## config.mk

```make
export PLATFORM = sky130hd
export DESIGN_NAME = utf8_to_code_point_decoder
export DESIGN_NICKNAME = d
export VERILOG_FILES = /design/src/rtl/u8d_pkg.sv /design/src/rtl/u8d_step.sv /design/src/rtl/utf8_to_code_point_decoder.sv
export SDC_FILE = /design/constraint.sdc
export NUM_CORES = 1
export LEC_CHECK = 0
export ABC_AREA = 1
export BUFFER_PORTS_ARGS = -buffer_cell sky130_fd_sc_hd__buf_2
export CORE_MARGIN = 3
export CORE_UTILIZATION = 35
export CTS_BUF_LIST = sky130_fd_sc_hd__clkbuf_8
export DETAILED_ROUTE_END_ITERATION = 10
export GPL_ROUTABILITY_DRIVEN = 1
export MAX_ROUTING_LAYER = met4
export RECOVER_POWER = 25
export REMOVE_ABC_BUFFERS = 1
export SYNTH_ARGS = -nofsm -noshare
export SYNTH_HDL_FRONTEND = slang
export SYNTH_SLANG_ARGS = --single-unit
```

## constraint.sdc

```tcl
create_clock -name clk -period 3.47 [get_ports clk]
set_clock_uncertainty 0.1 [all_clocks]
set_input_delay 0.347 -clock clk [delete_from_list [all_inputs] [get_ports clk]]
set_output_delay 0.347 -clock clk [all_outputs]
set_load 0.05 [all_outputs]
```

## src/rtl/u8d_pkg.sv

```systemverilog
// Shared types and constants for the UTF-8 code point decoder.
`timescale 1ns / 1ps
`default_nettype none

package u8d_pkg;

  localparam int unsigned BYTE_W = 8;
  localparam int unsigned CP_W   = 21;
  localparam int unsigned REM_W  = 2;

  localparam logic [BYTE_W-1:0] CONT_MASK  = 8'h3F;
  localparam logic [3:0]        LEAD4_HI   = 4'hF;
  localparam logic [2:0]        LEAD3_HI   = 3'h7;
  localparam logic [1:0]        LEAD2_HI   = 2'h3;
  localparam logic [REM_W-1:0]  REM_NONE   = 2'd0;
  localparam logic [REM_W-1:0]  REM_ONE    = 2'd1;
  localparam logic [REM_W-1:0]  REM_TWO    = 2'd2;
  localparam logic [REM_W-1:0]  REM_THREE  = 2'd3;

  typedef enum logic [2:0] {
    PH_LEAD = 3'b001,
    PH_SEQ  = 3'b010,
    PH_STOP = 3'b100
  } phase_t;

  typedef struct packed {
    phase_t            phase;
    logic [REM_W-1:0]  rem;
    logic [CP_W-1:0]   acc;
  } dec_state_t;

  typedef struct packed {
    logic [CP_W-1:0] code_point;
    logic            char_valid;
    logic            string_done;
    logic            error_flag;
  } dec_result_t;

endpackage

`default_nettype wire

```

## src/rtl/u8d_step.sv

```systemverilog
// Decode step: next decoder state and result for one byte.
`timescale 1ns / 1ps
`default_nettype none

module u8d_step
  import u8d_pkg::*;
(
  input  dec_state_t        state,
  input  logic [BYTE_W-1:0] byte_value,
  input  logic              first_byte,
  input  logic              last_byte,
  output dec_state_t        state_next,
  output dec_result_t       result,
  output logic              result_valid
);

  dec_state_t       cur;
  logic [CP_W-1:0]  acc_shift;
  logic [REM_W-1:0] rem_dec;
  logic [5:0]       cont_bits;

  localparam dec_state_t STOP_STATE = '{phase: PH_STOP, rem: REM_NONE, acc: '0};
  localparam dec_state_t LEAD_STATE = '{phase: PH_LEAD, rem: REM_NONE, acc: '0};
  localparam dec_result_t ERR_RESULT =
    '{code_point: '0, char_valid: 1'b0, string_done: 1'b0, error_flag: 1'b1};

  always_comb begin
    cur       = first_byte ? LEAD_STATE : state;
    cont_bits = byte_value[5:0] & CONT_MASK[5:0];
    acc_shift = {cur.acc[CP_W-7:0], cont_bits};
    rem_dec   = cur.rem - REM_ONE;

    state_next   = cur;
    result       = '0;
    result_valid = 1'b0;

    case (cur.phase)
      PH_SEQ: begin
        if (rem_dec == REM_NONE) begin
          state_next          = last_byte ? STOP_STATE : LEAD_STATE;
          result.code_point   = acc_shift;
          result.char_valid   = 1'b1;
          result.string_done  = last_byte;
          result_valid        = 1'b1;
        end else if (last_byte) begin
          state_next   = STOP_STATE;
          result       = ERR_RESULT;
          result_valid = 1'b1;
        end else begin
          state_next.acc = acc_shift;
          state_next.rem = rem_dec;
        end
      end
      PH_LEAD: begin
        if (byte_value == '0) begin
          state_next         = STOP_STATE;
          result.string_done = 1'b1;
          result_valid       = 1'b1;
        end else if (!byte_value[7]) begin
          state_next         = last_byte ? STOP_STATE : LEAD_STATE;
          result.code_point  = {{(CP_W-BYTE_W){1'b0}}, byte_value};
          result.char_valid  = 1'b1;
          result.string_done = last_byte;
          result_valid       = 1'b1;
        end else if (byte_value[7:6] != LEAD2_HI || last_byte) begin
          state_next   = STOP_STATE;
          result       = ERR_RESULT;
          result_valid = 1'b1;
        end else begin
          state_next.phase = PH_SEQ;
          if (byte_value[7:4] == LEAD4_HI) begin
            state_next.rem = REM_THREE;
            state_next.acc = {{(CP_W-3){1'b0}}, byte_value[2:0]};
          end else if (byte_value[7:5] == LEAD3_HI) begin
            state_next.rem = REM_TWO;
            state_next.acc = {{(CP_W-4){1'b0}}, byte_value[3:0]};
          end else begin
            state_next.rem = REM_ONE;
            state_next.acc = {{(CP_W-5){1'b0}}, byte_value[4:0]};
          end
        end
      end
      default: begin
        state_next = cur;
      end
    endcase
  end

endmodule

`default_nettype wire

```

## src/rtl/utf8_to_code_point_decoder.sv

```systemverilog
// Top level of the UTF-8 code point decoder: state, output stage, assertions.
`timescale 1ns / 1ps
`default_nettype none

// Takes one byte of a UTF-8 string per cycle and returns at most one result per
// byte, registered in the output stage. Throughput is one byte every cycle:
// the decode step is a single pass of logic from the state register to the
// output register, and a two-entry output stage (output register plus skid
// register) keeps taking bytes while the sink stalls until a second result
// is waiting; only then is the input stalled.
// first_byte clears the decoder before its byte is decoded; after a NUL lead,
// a completed character on last_byte, or an error, bytes give no result until
// the next first_byte.

module utf8_to_code_point_decoder
  import u8d_pkg::*;
(
  input  logic              clk,
  input  logic              rst,
  input  logic              in_valid,
  output logic              in_stall,
  input  logic [BYTE_W-1:0] byte_value,
  input  logic              first_byte,
  input  logic              last_byte,
  output logic              out_valid,
  input  logic              out_stall,
  output logic [CP_W-1:0]   code_point,
  output logic              char_valid,
  output logic              string_done,
  output logic              error_flag
);

  dec_state_t  state;
  dec_state_t  state_next;
  dec_result_t step_result;
  logic        step_valid;
  dec_result_t out_data;
  dec_result_t skid_data;
  logic        skid_valid;
  logic        in_take;
  logic        out_free;

  u8d_step u_step (
    .state        (state),
    .byte_value   (byte_value),
    .first_byte   (first_byte),
    .last_byte    (last_byte),
    .state_next   (state_next),
    .result       (step_result),
    .result_valid (step_valid)
  );

  assign in_stall = skid_valid;
  assign in_take  = in_valid && !in_stall;
  assign out_free = !out_valid || !out_stall;

  always_ff @(posedge clk) begin
    if (rst) begin
      state.phase <= PH_LEAD;
      state.rem   <= REM_NONE;
      state.acc   <= '0;
    end else if (in_take) begin
      state <= state_next;
    end
  end

  always_ff @(posedge clk) begin
    if (rst) begin
      out_valid  <= 1'b0;
      skid_valid <= 1'b0;
    end else if (out_free) begin
      if (skid_valid) begin
        out_data   <= skid_data;
        out_valid  <= 1'b1;
        skid_valid <= 1'b0;
      end else begin
        out_data  <= step_result;
        out_valid <= in_take && step_valid;
      end
    end else if (in_take && step_valid) begin
      skid_data  <= step_result;
      skid_valid <= 1'b1;
    end
  end

  assign code_point  = out_data.code_point;
  assign char_valid  = out_data.char_valid;
  assign string_done = out_data.string_done;
  assign error_flag  = out_data.error_flag;

  a_skid_needs_out: assert property (@(posedge clk) disable iff (rst)
    skid_valid |-> out_valid)
    else $error("skid register holds a transaction while output is empty");

  a_err_exclusive: assert property (@(posedge clk) disable iff (rst)
    out_valid && error_flag |-> !char_valid && !string_done && code_point == '0)
    else $error("error result carries other fields");

  a_cp_only_with_char: assert property (@(posedge clk) disable iff (rst)
    out_valid && !char_valid |-> code_point == '0)
    else $error("code point set without a character");

  a_seq_has_rem: assert property (@(posedge clk) disable iff (rst)
    state.phase == PH_SEQ |-> state.rem != REM_NONE)
    else $error("inside a sequence with no bytes remaining");

  a_stall_holds: assert property (@(posedge clk) disable iff (rst)
    out_valid && out_stall |=> out_valid && $stable(out_data))
    else $error("stalled result changed");

endmodule

`default_nettype wire
```

# Word level (Yosys, flattened, before mapping)
# Cells that the tools add are included.
dict set report word_totals {
  word_cells 62
  regBits 70
  output_inout_bits 26
}
dict set report classes {
  mux 29
  n_reduce_logical 12
  n_addsub 1
  n_eq_ne 5
  bitwise_logic 2
}
# op n
set op_table {}
lappend op_table {{26-bit 2-to-1 mux} 6}
lappend op_table {{23-bit 2-to-1 mux} 5}
lappend op_table {{26-bit case mux with 2 select lines} 1}
lappend op_table {{24-bit case mux with 2 select lines} 1}
lappend op_table {{24-bit 2-to-1 mux} 1}
lappend op_table {{22-bit 2-to-1 mux} 1}
lappend op_table {{1-bit 2-to-1 mux} 12}
lappend op_table {{8-bit zero test} 1}
lappend op_table {{4-bit equality test (second input constant)} 1}
lappend op_table {{3-bit by 1-bit equality test with 1-bit output (second input constant)} 1}
lappend op_table {{3-bit by 2-bit equality test with 1-bit output (second input constant)} 1}
lappend op_table {{3-bit equality test (second input constant)} 1}
lappend op_table {{1-bit zero test} 3}
lappend op_table {{3-bit 2-to-1 mux} 1}
lappend op_table {{3-bit AND reduction} 1}
lappend op_table {{1-bit logical AND} 2}
lappend op_table {{2-bit zero test} 1}
lappend op_table {{1-bit logical OR} 2}
lappend op_table {{2-bit != test (second input constant)} 1}
lappend op_table {{1-bit inverter} 2}
lappend op_table {{1-bit case mux with 2 select lines} 1}
lappend op_table {{2-bit AND reduction} 1}
lappend op_table {{2-bit OR reduction} 1}
lappend op_table {{2-bit by 1-bit subtractor with 2-bit output (second input constant)} 1}

# Depth between registers and ports, before layout
dict set report logic_depth {
  word_depth 8
  mapped_depth 12
  depth_no_buf 11
}

# By module
# From an unflattened synthesis, not the netlist that was laid out.
dict set report unflattened {
  hier_cells 486
  area_unflattened_um2 3936.3
}
# mod n_inst cells_per_inst area_each_um2
set modules_own_cells {}
lappend modules_own_cells {utf8_to_code_point_decoder 1 279 2945.3}
lappend modules_own_cells {u8d_step 1 207 991.0}

# Least setup slack after synthesis
# Ideal clock, no wire load.
dict set report synth_timing {
  path_kind {input to register}
  from {input first_byte}
  to {register skid_data[0] (netlist name) (enable)}
  setup_slack_ps 829
  required_time_ps 2965
  path_stages 9
  n_path_buf 1
  arrival_ps 2137
  setup_time_ps 405
  cell_sequence {buf_6 nor2_1 ha_1 nor2_1 inv_1 nand3_1 nand2_1 nand2_1 nor2_1}
}
dict set report synth_between {
  elab_chain_cells 7
}
# element line_no
set synth_rtl {}
lappend synth_rtl {{start: declaration} utf8_to_code_point_decoder.sv:23} ;# input logic first_byte,
lappend synth_rtl {{26-bit 2-to-1 mux *} u8d_step.sv:28} ;# cur = first_byte ? LEAD_STATE : state;
lappend synth_rtl {{2-bit by 1-bit subtractor with 2-bit output} u8d_step.sv:31} ;# rem_dec = cur.rem - REM_ONE;
lappend synth_rtl {{2-bit zero test} u8d_step.sv:39} ;# if (rem_dec == REM_NONE) begin
lappend synth_rtl {{1-bit 2-to-1 mux} u8d_step.sv:39}
lappend synth_rtl {{1-bit case mux with 2 select lines *} u8d_step.sv:37} ;# case (cur.phase)
lappend synth_rtl {{1-bit logical AND *} utf8_to_code_point_decoder.sv:80} ;# end else if (in_take && step_valid) begin
lappend synth_rtl {{3-bit AND reduction (no source line) *} --}
lappend synth_rtl {{end signal: assignment} utf8_to_code_point_decoder.sv:81} ;# skid_data <= step_result;
lappend synth_rtl {{end: declaration} utf8_to_code_point_decoder.sv:38} ;# dec_result_t skid_data;
# Mark *: on every way between the ends. The rest lies on a longest branch, timed or not. The select of a mux whose other input is x is not followed.
# A chain may end at the register's enable or synchronous reset.

# Worst setup path in the final report
dict set report layout_timing {
  from {input first_byte}
  to {register skid_data[15] (netlist name) (enable)}
}
# Same word-level chain as after synthesis.

==> qor.txt <==
Status: finished clean
Maximum VDD drop: 0.1607 mV
I/O Buffers: 39
Final core occ: 0.4071
Row count: 36
Final setup margin: 850.5 ps
CP bufs+invs: 3
WS Path Type: in2reg
Die width: 106.8 um
DR WL/cell: 13.62 um
Initial Util: 0.3620
CP arrival: 2480 ps
Number of global-route vias before repair: 2665
Cells after Synth: 412
Vias per std cell: 4.787
CTS tree: done
Final period util: 0.7549
Post-Synthesis Cell Area: 3555 sq um
PostCTS Resize Cnt: 0
Post-synth top area share: 0.4055
Vias: 2781
Met2 usage: 0.2289
Setup Slack @ Placement: 443.5 ps
DR DRC count: 0
Pwr/cell area: 468.2 nW/um^2
Crit. End Element: flop
Commonest non-fill, non-tap cell in the layout: nand2_1
Number of H-tree levels: 3
Initial antenna violation count: 0
Post-route ant nets: 0
Share of post-route cells with drive strength above 1: 0.1674
Synth area leader: edfxtp_1
Max cap viols: 0
Number of diodes: 0
CTS max path bufs: 2
Synth warnings: 0
Worst-Skew Late Latency: 350 ps
Overall Global Routing Usage: 0.1489
Final hold viol count: 0
Commonest cells after routing, fill and taps aside: nand2_1, edfxtp_1, nor2_1, nand3_1, inv_1
DIE HEIGHT: 106.8 um
Largest net degree at the start of global routing: 34
Total die area: 11400 sq um
First-pass GRT wire length: 13050 um
Number of flops mapped to enable cells by yosys: 48
HP Class: in2reg
Top FF cell, synth: edfxtp_1
WP data required: 3330 ps
CP dominant cell by count: nand2_1
Core ar.: 9819 sq um
FFs w/ async S/R, synth: 0
Routed wire length: 7914 um
Clock sink count: 70
Setup TNS: 0 ps
Final min period: 2619 ps
Slew @ Worst Pin: 1389 ps
Leakage: 1.660 nW
Final Slew Violations: 0
Synth area leaders: edfxtp_1, dfxtp_1, nand2_1, nand3_1, nor2_1
Area growth syn-to-layout: 12.46%
DP Wirelength: 5375 um
Final Wtd Congestion: 0.8228
Clk slew on worst S/H paths: 80 ps
Iter 0 DRT Violations: 206
Seq/Total Area, Yosys: 0.5294
CTS root buf: clkbuf_8
Fin nets: 458
Total CTS buffers: 9
Seq cells post-synth: 70
Family with the most delay on the worst path: simple AND/OR/NAND/NOR gates
Pre-antenna DRT Iters: 5
Synth cell types: 29
IO Pins: 40
Hold_buf cts: 0
Crit Path Max Fanout: 24
CP cell instances: buf_2 > inv_4 > nand2_1 > ha_1 > nor2_1 > inv_1 > nand3_1 > nand2_1 > nand2_1 > nor2_2
RSZ-0062 raised after global routing: no
Post-CTS setup buffer count: 0
F_max: 0.3818 GHz
GRT Max-Usage Layer: met2
Met3 Resource Use GR: 0.03311
Synthesized area per cell: 8.628 sq um
Worst slew margin: 0.07415
Worst path max stage delay: 910 ps
Routing usage on met1: 0.1949
Slowest CP cell: nor2_2
CP Launch Type: input port
Finish-stage setup viols: 0
Remaining global-route overflow: 0
## stage by stage
stage | power (W) | area, sq um | instances | hold slack (ps)
after global placement | 0.001221 | 3817 | 565 | 387.1
after detailed placement | 0.001226 | 3817 | 565 | 396.3
after CTS | 0.001889 | 4016 | 581 | 162.9
final | 0.001872 | 3998 | 581 | 176.8
after global routing | 0.001953 | 3998 | 581 | 180.1
after floorplan | 0.001146 | 3406 | 387 | 342.5
## worst paths after layout
check,from,end,slack [ps],depth (start not counted)
setup / recovery,first_byte,skid_data[15],850,10
setup reg to reg,state[21],skid_data[15],1020,9
hold / removal,rst,state[23],180,3
hold reg to reg,state[12],state[12],420,2
## kinds of logic after synthesis
family | Yosys count | synth area share
compound gates | 54 | 0.08448
buf+inv | 61 | 0.08131
fa+ha+maj | 1 | 0.003519
simple gates | 226 | 0.3013
flops | 70 | 0.5294
## state kept, by name, indices dropped and copies added (netlist names)
register,cells
skid_data,24
string_done,1
error_flag,1
code_point,21
out_valid,1
char_valid,1
state,20
in_stall,1
## synth_stat cells, types with 2 or more instances
library cell,instances
a21oi_1,8
buf_2,10
nor2_4,9
nand4_1,8
nand2_1,108
inv_1,32
buf_4,3
nor2_8,2
o21ai_0,24
nor3_2,5
nor2_1,45
clkbuf_1,9
o22ai_1,3
nand3_1,43
nand2_2,2
nor3_1,2
edfxtp_1,48
dfxtp_1,22
inv_4,2
inv_2,2
a31oi_1,16
buf_6,2
## layout make-up
type	instances	area, sq um
fillers	1019	5822
flip-flops and latches	70	1882
well taps	133	166.4
clock buffers	10	137.6
multi-input cells	281	1389
clock inverters	6	61.31
inverters	36	140.1
repair buffers	45	221.5
## worst register-to-register path, delay by kind of cell, from the launching register on
kind / cells / cell delay [ps]
and+or+nand+nor: 6 / 1300
DFF: 1 / 330
adders and majority gates: 1 / 190
buffers and inverters: 2 / 120
## per-layer routing
metal,up-vias,part of all wire,wire (um)
met2,61,0.47,3749
li1,1439,-,-
met4,0,0.0081,64
met5,-,0,0
met1,1276,0.47,3755
met3,5,0.044,345
## report_power, final
part,switching [W],internal [W]
Clock,0.000319,0.000349
Combinational,0.000200,0.0000585
Sequential,0.0000172,0.000929
Note: power is estimated with default switching activity, not from simulation.
